**src/rtl/core/legik_pkg.sv**
```systemverilog
// Shared types, constants and helpers for the leg inverse kinematics block.
// Used by every module under rtl/core; depends on nothing.
package legik_pkg;

  localparam int CORDIC_STAGES = 18;

  // Datapath widths
  localparam int XY_W   = 44;  // CORDIC x/y, positions scaled to Q.24
  localparam int ANG_W  = 36;  // CORDIC angle accumulator, Q.30 radians
  localparam int MAG_W  = 34;  // final CORDIC x, always non-negative
  localparam int SIDE_W = 56;  // sideband carried along a CORDIC pipe
  localparam int Q_W    = 38;  // angle rounding and saturation
  localparam int ANG_FRAC_DROP = 14;

  localparam int FIFO_AW    = 2;
  localparam int FIFO_DEPTH = 1 << FIFO_AW;

  localparam int DIV_STEPS  = 30;
  localparam int SQRT_STEPS = 31;

  localparam logic signed [ANG_W-1:0] PI_Q30   = 36'sd3373259426;
  localparam logic [29:0]             GAIN_Q30 = 30'd652032874;
  localparam logic [30:0]             ONE_Q30  = 31'h4000_0000;
  localparam logic [61:0]             SQ_ONE   = 62'h1 << 60;

  localparam logic signed [Q_W-1:0] YAW_MAX  = 38'sd205887;
  localparam logic signed [Q_W-1:0] HIP_MAX  = 38'sd411774;
  localparam logic signed [Q_W-1:0] KNEE_MAX = 38'sd205887;

  // Configuration register indexes
  localparam logic [1:0] CFG_HIP_OFFSET   = 2'd0;
  localparam logic [1:0] CFG_THIGH_LENGTH = 2'd1;
  localparam logic [1:0] CFG_SHANK_LENGTH = 2'd2;

  // atan(2^-i) in Q.30, truncated for i up to 26 and rounded above that
  localparam logic [29:0] ATAN_TAB [32] = '{
    30'h3243F6A8, 30'h1DAC6705, 30'h0FADBAFC, 30'h07F56EA6, 30'h03FEAB76, 30'h01FFD55B,
    30'h00FFFAAA, 30'h007FFF55, 30'h003FFFEA, 30'h001FFFFD, 30'h000FFFFF, 30'h0007FFFF,
    30'h0003FFFF, 30'h0001FFFF, 30'h0000FFFF, 30'h00007FFF, 30'h00003FFF, 30'h00001FFF,
    30'h00000FFF, 30'h000007FF, 30'h000003FF, 30'h000001FF, 30'h000000FF, 30'h0000007F,
    30'h0000003F, 30'h0000001F, 30'h0000000F, 30'h00000008, 30'h00000004, 30'h00000002,
    30'h00000001, 30'h00000000
  };

  typedef struct packed {
    logic signed [23:0] x;
    logic signed [23:0] y;
    logic signed [23:0] z;
  } target_t;

  typedef struct packed {
    logic [22:0] hip_offset;
    logic [22:0] thigh_length;
    logic [22:0] shank_length;
  } cfg_t;

  typedef struct packed {
    logic signed [18:0] yaw;
    logic signed [19:0] hip;
    logic [17:0]        knee;
    logic               unreach;
  } result_t;

  typedef struct packed {
    logic                    neg;
    logic                    done;
    logic                    denz;
    logic                    unreach;
    logic signed [ANG_W-1:0] pitch;
    logic signed [18:0]      yaw;
  } div_side_t;

  // Round Q.30 to Q.16 (toward minus infinity after adding half) and clamp
  function automatic logic signed [Q_W-1:0] angle_q16(input logic signed [Q_W-1:0] v,
                                                      input logic signed [Q_W-1:0] lo,
                                                      input logic signed [Q_W-1:0] hi);
    logic signed [Q_W-1:0] t;
    t = (v + 38'sd8192) >>> ANG_FRAC_DROP;
    if (t < lo) begin
      return lo;
    end else if (t > hi) begin
      return hi;
    end
    return t;
  endfunction

endpackage

```
**src/rtl/core/legik_fifo.sv**
```systemverilog
// Input queue of foot targets between the accept side and the compute pipe.
// Uses legik_pkg for the target item type.
module legik_fifo (
  input  logic                clk,
  input  logic                rst_n,
  input  logic                push,
  output logic                full,
  input  legik_pkg::target_t  wr_data,
  input  logic                pop,
  output logic                empty,
  output legik_pkg::target_t  rd_data
);

  legik_pkg::target_t               mem_r [legik_pkg::FIFO_DEPTH];
  logic [legik_pkg::FIFO_AW-1:0]    wr_ptr_r, rd_ptr_r;
  logic [legik_pkg::FIFO_AW:0]      count_r, count_nxt;
  logic                             do_push, do_pop;

  assign full    = (count_r == (legik_pkg::FIFO_AW+1)'(legik_pkg::FIFO_DEPTH));
  assign empty   = (count_r == '0);
  assign do_push = push && !full;
  assign do_pop  = pop && !empty;
  assign rd_data = mem_r[rd_ptr_r];

  always_comb begin
    count_nxt = count_r;
    if (do_push && !do_pop) begin
      count_nxt = count_r + 1'b1;
    end else if (do_pop && !do_push) begin
      count_nxt = count_r - 1'b1;
    end
  end

  always_ff @(posedge clk) begin
    if (!rst_n) begin
      wr_ptr_r <= '0;
      rd_ptr_r <= '0;
      count_r  <= '0;
    end else begin
      count_r <= count_nxt;
      if (do_push) begin
        wr_ptr_r <= wr_ptr_r + 1'b1;
      end
      if (do_pop) begin
        rd_ptr_r <= rd_ptr_r + 1'b1;
      end
    end
  end

  always_ff @(posedge clk) begin
    if (do_push) begin
      mem_r[wr_ptr_r] <= wr_data;
    end
  end

endmodule

```
**config.mk**
```make
export PLATFORM = sky130hd
export DESIGN_NAME = legik_fifo
export DESIGN_NICKNAME = d
export VERILOG_FILES = /design/src/rtl/core/legik_pkg.sv /design/src/rtl/core/legik_fifo.sv
export SDC_FILE = /design/constraint.sdc
export NUM_CORES = 1
export LEC_CHECK = 0
export BUFFER_PORTS_ARGS = -buffer_cell sky130_fd_sc_hd__buf_2
export CORE_ASPECT_RATIO = 1.75
export CORE_MARGIN = 5
export CORE_UTILIZATION = 38
export CTS_CLUSTER_DIAMETER = 60
export DETAILED_ROUTE_END_ITERATION = 10
export GPL_ROUTABILITY_DRIVEN = 1
export GPL_TIMING_DRIVEN = 0
export PLACE_DENSITY = 0.58
export SYNTH_ARGS = -nofsm -noshare
export SYNTH_HDL_FRONTEND = slang
export SYNTH_SLANG_ARGS = --single-unit
```
**constraint.sdc**
```tcl
create_clock -name clk -period 5.2 [get_ports clk]
set_input_delay 0.26 -clock clk [delete_from_list [all_inputs] [get_ports clk]]
set_output_delay 0.26 -clock clk [all_outputs]
set_load 0.01 [all_outputs]
```
-- After elaboration in Yosys (flattened, before gate mapping)
Memory sizes are Yosys's and may differ from the RTL's. A register that Yosys moved wholly into a read port is not among the register bits.
Index checks and enable logic that the tools add are counted.
- memories kept: 1
- output and inout bits: 74
- memory bits (writable): 288
- logic and storage cells: 25
- bits of input ports: 76
- register bits after elaboration: 7
- reduce and logical (&&, ||, !) cells: 10
- add/subtract/negate cells: 4
- eq/ne operators: 1
- multiplexer cells: 6
- memory list (name ; depth ; bits a word ; rd ports ; clocked after memory_dff ; write ports ; line ; text):
    mem_r ; 4 ; 72 ; 1 ; 1 ; 1 ; legik_fifo.sv:14 ; legik_pkg::target_t mem_r [legik_pkg::FIFO_DEPTH];
- operator list (operator ; count):
    $mux 3 ; 2
    $add 2x1->2 const B ; 2
    $logic_and 1x1->1 ; 4
    $logic_not 1->1 ; 4
    $mux 2 ; 2
    $add 3x1->3 const B ; 1
    $eq 3x3->1 const B ; 1
    $logic_not 3->1 ; 1
    $sub 3x1->3 const B ; 1
    $mux 1 ; 2
    $reduce_bool 2->1 ; 1

-- Longest topological paths before layout
Gate-level depths: netlist of run 1.
- depth in word-level cells: 7
- mapped depth: 9
- mapped depth without buffers: 8

-- Least setup slack after synthesis of run 1
OpenSTA, ideal clock, no wires.
- kind: register to register
- start: reg count_r[0] (netlist bit)
- end: mem mem_r[0][0] (netlist bit), enable pin
- library setup time: 0.438 ns
- period minus slack after synthesis: 2.968 ns
- required time: 4.762 ns
- path buffers: 1
- stages on the path, launching flop included: 5
- arrival: 2.530 ns
- path slack: 2.232 ns
- path through: dfxtp_1 -> nor3b_2 -> nor2b_1 -> buf_2 -> and2_1
- cells in the longest elaborated chain, start to end: 5
- RTL lines (what ; line ; text):
    from (decl) ; legik_fifo.sv:16 ; logic [legik_pkg::FIFO_AW:0] count_r, count_nxt;
    from (signal assigned) ; legik_fifo.sv:40 ; count_r <= count_nxt;
    $eq 3x3->1 ; legik_fifo.sv:19 ; assign full = (count_r == (legik_pkg::FIFO_AW+1)'(legik_pkg::FIFO_DEPTH));
    via full ; legik_fifo.sv:7 ; output logic full,
    $logic_not 1->1 ; legik_fifo.sv:21 ; assign do_push = push && !full;
    $logic_and 1x1->1 ; legik_fifo.sv:21 ;
    via do_push ; legik_fifo.sv:17 ; logic do_push, do_pop;
    $mux 1 ; legik_fifo.sv:51 ; if (do_push) begin
    $mux 1 (implied by the code) ; legik_fifo.sv:52 ; mem_r[wr_ptr_r] <= wr_data;
    to (decl) ; legik_fifo.sv:14 ;
The timed path passes the listed nets, and every way through them passes these cells.

==> results of run 1 <==
[critical path: cells and delay by family (launching register included)]
family                 cells  cell delay [ns]
muxes                      1             0.37
buffers and inverters      3             1.07
DFF                        1             0.30
[cells in the mapped netlist (all sizes together), types with 2 or more instances]
master	instances	area share
nor2b	2	0.0011
nand2	4	0.0014
edfxtp	288	0.79
dfxtp	9	0.016
mux4	72	0.15
xnor2	3	0.0024
ha	5	0.0057
mux2i	3	0.0027
buf	16	0.017
clkbuf	2	0.00069
inv	3	0.0010
and2	8	0.0046
[sequential cells by signal (all words and copies together) (netlist names), named ones only]
| register | count |
|---|---|
| rd_ptr_r | 2 |
| wr_ptr_r | 2 |
| mem_r | 288 |
| count_r | 3 |
[cells by family (layout without fill, tap and decap cells)]
family / after synthesis / after routing / synth area share
AO/OA/AOI/OAI: 4 / 4 / 0.00309
XOR/XNOR: 4 / 4 / 0.00320
adder cells (fa/ha/maj): 6 / 6 / 0.00755
buffers and inverters: 21 / 288 / 0.0192
flip-flops: 297 / 297 / 0.807
multiplexers: 75 / 75 / 0.151
AND/OR/NAND/NOR: 17 / 17 / 0.00926
[placed cells by master, fill, tap and decap left out, types with 4 or more instances in the layout]
| cell type | count |
|---|---|
| buf_12 | 7 |
| clkbuf_16 | 26 |
| nand2_1 | 4 |
| mux4_2 | 72 |
| edfxtp_1 | 288 |
| dfxtp_1 | 9 |
| clkinv_1 | 5 |
| ha_1 | 5 |
| and2_4 | 4 |
| clkinv_2 | 4 |
| dlygate4sd3_1 | 72 |
| clkbuf_1 | 7 |
| buf_2 | 156 |
| buf_16 | 4 |
| and2_1 | 4 |
[layer usage]
metal / vias up / wire, um / track usage
li1: 2297 / - / -
met1: 2694 / 7680 / 0.143
met2: 117 / 12500 / 0.263
met3: 37 / 763 / 0.0191
met4: 0 / 628 / 0.0501
met5: - / 0 / 0
[worst paths after layout]
| check | end | slack [ns] | cells past startpoint |
|---|---|---|---|
| worst min register to register | wr_ptr_r[1] | 0.50 | 2 |
| worst max-delay path | rd_data[14] | 2.64 | 4 |
| worst max register to register | count_r[2] | 2.90 | 9 |
| worst min-delay path | wr_ptr_r[0] | 0.11 | 3 |
[power by group through the flow]
stage / sequential, mW / clock (mW) / combinational [mW]
after floorplan: 3.02 / 0 / 1.06
after global placement: 3.04 / 0 / 1.59
after detailed placement: 3.03 / 0 / 1.65
after CTS: 2.98 / 1.88 / 1.70
after global routing: 2.99 / 1.95 / 1.78
final: 2.97 / 1.81 / 1.64
[through the flow]
step                      instances  worst slack (ns)
final                          1069              2.64
after floorplan                 424              2.23
after global placement          950             0.788
after CTS                      1069              2.53
after detailed placement        954              2.88
after global routing           1069              2.50
[area by class of cell]
| class | instances | area [um2] |
|---|---|---|
| inverter | 3 | 11.3 |
| timing repair buffer | 224 | 1570 |
| clock inverter | 12 | 115 |
| multi-input combinational | 106 | 1910 |
| tap | 378 | 473 |
| sequential | 297 | 8830 |
| clock buffer | 31 | 669 |
| fill | 2402 | 14700 |
| buffer | 18 | 199 |
[repair_timing]
action                     CTS  global route
resized for setup            0             0
setup endpoints to repair    0             0
hold endpoints to repair   288             0
hold buffers                72             0
==> results.py, run 1 <==
metrics = {
    "critical_path": {
        "worst_path_most_repeated_cell": "buf_2",
        "end_kind": "primary output",
        "crit_chain": "clkbuf_1 -> buf_2 -> mux4_2 -> buf_2",
        "critical_path_arrival_ns": 2.30,
        "r2r-start": "count_r[0]",
        "worst-path-max-fanout": 10,
        "worstSetupPathType": "reg2out",
        "slowest_delay_ns": 0.51,
        "cp_data_required_time_ns": 4.94,
        "critPathSlowestCell": "clkbuf_1",
        "start_kind": "flop",
    },
    "synthesis": {
        "ys_types": 23,
        "syn_inst": 424,
        "netlist_area_um2": 10900,
        "async_flop_share": 0,
        "synthesis.nets": 506,
        "synth_edf_count": 288,
        "ys_seq_elements": 297,
        "synthFlopType": "edfxtp_1",
        "avgSynthCellArea_um2": 25.8,
        "yosysSeqAreaShare": 0.807,
        "yosys_warnings": 0,
    },
    "routing": {
        "vias_per_cell": 4.81,
        "wl_per_cell_um": 20.2,
        "vias": 5145,
        "dr.pass1.iters": 4,
        "totalWireLength_mm": 21.6,
        "ant_nets": 0,
        "drt_iter0_markers": 188,
        "drc_errors": 0,
    },
    "power_and_ir_drop": {
        "p_int_mw": 4.75,
        "power.share.clock": 0.282,
        "power_mw": 6.42,
        "netSwitchingFraction": 0.261,
        "p_seq_frac": 0.463,
        "peakVddDrop_v": 0.000350,
        "switchingPower_mw": 1.68,
        "power_leakage_nw": 4.66,
        "powerDensity_nw_per_um2": 466,
        "pwr-share-comb": 0.255,
    },
    "timing": {
        "skew_ns": 0.0189,
        "worst_pin_slew_ns": 0.675,
        "tns_ns": 0,
        "setup_violations": 0,
        "fmax_mhz": 391,
        "maxSlewViolCount": 0,
        "hold_violations": 0,
        "slew_headroom": 0.550,
        "rsz0062_at_grt": "false",
        "min_period_over_period": 0.492,
        "hold-worst-slack_ns": 0.114,
        "fin_crit_ns": 2.56,
    },
    "clock_network": {
        "numClockSinks": 297,
        "root_buffer": "clkbuf_16",
        "cts_buffer_depth": 3,
        "clkLatencyLatePin_ns": 0.54,
        "htreeDepth": 1,
        "cts_tree": "built",
        "cts_made_buffers": 26,
        "cts_setup_buffers": 0,
        "path_clk_slew_ns": 0.07,
    },
    "cells_and_area": {
        "area_delta_synth_final_pct": 25.9,
        "fin_nets": 758,
        "final_util": 0.483,
        "stdcell_area_um2": 13800,
        "drive_above_1_share": 0.404,
        "num_antenna_cells": 0,
    },
    "placed_design": {
        "place.gp.congestion": 0.684,
        "io_buffer_count": 148,
        "placed_area_um2": 12300,
        "dp_hpwl_mm": 13.7,
    },
    "floorplanning": {
        "start_util": 0.384,
        "die-width_um": 138,
        "dieArea_um2": 32400,
        "coreArea_um2": 28500,
        "fp-row-count": 82,
        "die_y_um": 234,
        "num_io_pins": 150,
    },
    "global_routing": {
        "antenna_found_initial": 0,
        "overflow": 0,
        "grt_pass1_wl_mm": 33.4,
        "grt_pass1_vias": 5864,
        "grtUsageTotal": 0.133,
        "grt_start_max_net_pins": 49,
    },
    "run": {
        "drv_cap": 0,
    },
    "run_status": {
        "outcome": "finished, final reports clean",
    },
    "hold_path": {
        "min_path_type": "in2reg",
        "hold_path_startpoint": "rst_n",
    },
}
Power figures use the tool's default switching activity.
==> run 2: changes to the inputs <==
--- a/config.mk
+++ b/config.mk
@@ -13,7 +13,7 @@
 export DETAILED_ROUTE_END_ITERATION = 10
 export GPL_ROUTABILITY_DRIVEN = 1
 export GPL_TIMING_DRIVEN = 0
-export PLACE_DENSITY = 0.58
+export PLACE_DENSITY = 0.6
 export SYNTH_ARGS = -nofsm -noshare
 export SYNTH_HDL_FRONTEND = slang
 export SYNTH_SLANG_ARGS = --single-unit
==> constraint.sdc (replaced) <==
create_clock -name clk -period 2.3 [get_ports clk]
set_input_delay 0.115 -clock clk [delete_from_list [all_inputs] [get_ports clk]]
set_output_delay 0.115 -clock clk [all_outputs]
set_load 0.01 [all_outputs]
==> results.py, run 2 (synthesis gave the netlist of run 1 again) <==
metrics = {
    "critical_path": {
        "worst-path-max-fanout": 6,
        "end_kind": "flop",
        "slowest_delay_ns": 0.37,
        "critPathSlowestCell": "fa_1",
        "cp_data_required_time_ns": 2.75,
        "reg2reg_to": "count_r[2]",
        "setup.worst_path.end": "count_r[2]",
        "r2r_setup_slack_ns": 0.16,
        "reg2reg_depth": 9,
        "crit_chain": "nor3b_2 -> nor2b_1 -> buf_4 -> ha_2 -> inv_1 -> fa_1 -> xor2_1 -> or3_1 -> a21boi_0",
        "r2r-start": "count_r[2]",
        "worstSetupPathType": "reg2reg",
        "crit_path_start": "count_r[2]",
        "critical_path_arrival_ns": 2.59,
        "start_kind": "flop",
    },
    "power_and_ir_drop": {
        "power_leakage_nw": 4.71,
        "netSwitchingFraction": 0.260,
        "pwr-share-comb": 0.248,
        "power.share.clock": 0.301,
        "p_seq_frac": 0.451,
        "peakVddDrop_v": 0.000733,
        "powerDensity_nw_per_um2": 1070,
        "p_int_mw": 11.1,
        "switchingPower_mw": 3.88,
    },
    "clock_network": {
        "clkLatencyLatePin_ns": 0.53,
        "htreeDepth": 1,
        "numClockSinks": 297,
        "root_buffer": "clkbuf_16",
        "cts_buffer_depth": 3,
        "cts_made_buffers": 27,
        "path_clk_slew_ns": 0.06,
        "cts_tree": "built",
    },
    "cells_and_area": {
        "drive_above_1_share": 0.417,
        "n_fill_cell": 2420,
        "num_antenna_cells": 0,
        "layout_commonest_cell": "edfxtp_1",
        "most-common-layout-cells": "288 x edfxtp_1, 155 x buf_2, 73 x dlygate4sd3_1",
        "area_delta_synth_final_pct": 27.1,
        "ff_latch_area_um2": 8830,
        "fin_nets": 760,
        "regMostFlops": "mem_r",
        "largestRegisters": "mem_r: 288 flops, count_r: 3 flops",
        "largest_reg_flops": 288,
        "multi_input_area_um2": 1920,
    },
    "run": {
        "drv_cap": 0,
    },
    "routing": {
        "ant_nets": 0,
        "vias_per_cell": 4.79,
        "dr.pass1.iters": 4,
        "drt_iter0_markers": 215,
        "wl_per_cell_um": 20.0,
        "vias": 5156,
        "drc_errors": 0,
        "totalWireLength_mm": 21.5,
    },
    "timing": {
        "skew_ns": 0.00530,
        "worst_slack_ns": 0.165,
        "maxSlewViolCount": 0,
        "hold_violations": 0,
        "setup_violations": 0,
        "rsz0062_at_grt": "false",
        "tns_ns": 0,
        "worst_pin_slew_ns": 0.539,
        "fmax_mhz": 468,
        "fin_crit_ns": 2.14,
        "slew_headroom": 0.640,
        "min_period_over_period": 0.928,
    },
    "global_routing": {
        "grt_pass1_vias": 5873,
        "antenna_found_initial": 0,
        "grt_pass1_wl_mm": 33.2,
        "grt_start_max_net_pins": 43,
        "overflow": 0,
        "grtUsageTotal": 0.132,
    },
    "run_status": {
        "outcome": "finished, final reports clean",
    },
    "floorplanning": {
        "dieArea_um2": 32400,
        "fp-row-count": 82,
        "start_util": 0.384,
        "num_io_pins": 150,
        "coreArea_um2": 28500,
        "die_y_um": 234,
        "die-width_um": 138,
    },
    "placed_design": {
        "io_buffer_count": 148,
        "dp_hpwl_mm": 13.4,
        "dp_slack_ns": -0.00341,
        "place.gp.congestion": 0.705,
    },
    "hold_path": {
        "min_path_type": "in2reg",
    },
}
[run 2: power by group through the flow]
stage               registers (mW)  logic [mW]  clock network [mW]
floorplan                     6.80        2.39                   0
global placement              6.83        3.59                   0
detailed placement            6.84        3.72                   0
CTS                           6.74        3.82                4.66
global route                  6.78        4.01                4.85
finish                        6.73        3.70                4.50
[run 2: repair_timing]
action / in CTS / in global routing
setup buffers: 0 / 1
hold endpoints to repair: 297 / 0
setup endpoints to repair: 71 / 1
hold buffers: 73 / 0
resized for setup: 3 / 3
[run 2: final cells by class]
type	count	area share
well taps	378	0.0340
plain buffers	17	0.0142
flip-flops and latches	297	0.635
repair buffers	226	0.114
inverters	3	0.000809
clock buffers	29	0.0491
clock inverters	20	0.0151
multi-input cells	106	0.138
[run 2: how the worst min path moves through the flow]
stage,endpoint,startpoint,slack [ns],cells after the start
final,rd_ptr_r[0],pop,0.04,4
after global routing,flop,pop,0.04,4
after CTS,rd_ptr_r[0],pop,0.0005,4
after detailed placement,mem_r[2][8],wr_data[8],0.33,1
after global placement,mem_r[0][9],wr_data[9],0.32,1
after floorplan,mem_r[0][0],wr_data[0],0.21,0
[run 2: critical path: cells and delay by family, from the launching register on]
kind	cells	cell delay, ns
fa+ha+maj	2	0.56
compound gates	1	0.17
xor+xnor	1	0.18
flops	1	0.35
simple gates	3	0.60
buf+inv	2	0.20
[run 2: through the flow]
stage,area [um2],instances,utilization,hold WS [ns],total power [mW]
6_report,13900,1076,0.488,0.0413,14.9
5_1_grt,13900,1076,0.488,0.0358,15.6
4_1_cts,13900,1075,0.487,0.000540,15.2
3_5_place_dp,12300,954,0.430,0.331,10.6
3_3_place_gp,12200,950,0.426,0.325,10.4
2_1_floorplan,10900,424,-,0.214,9.19
[run 2: metal layers]
layer,part of all wire,routed length (um),up-vias,GRT usage
met5,0,0,-,0
met4,0.031,668,0,0.0528
met3,0.036,772,39,0.0199
met2,0.57,12200,107,0.255
met1,0.36,7840,2688,0.144
li1,-,-,2322,-
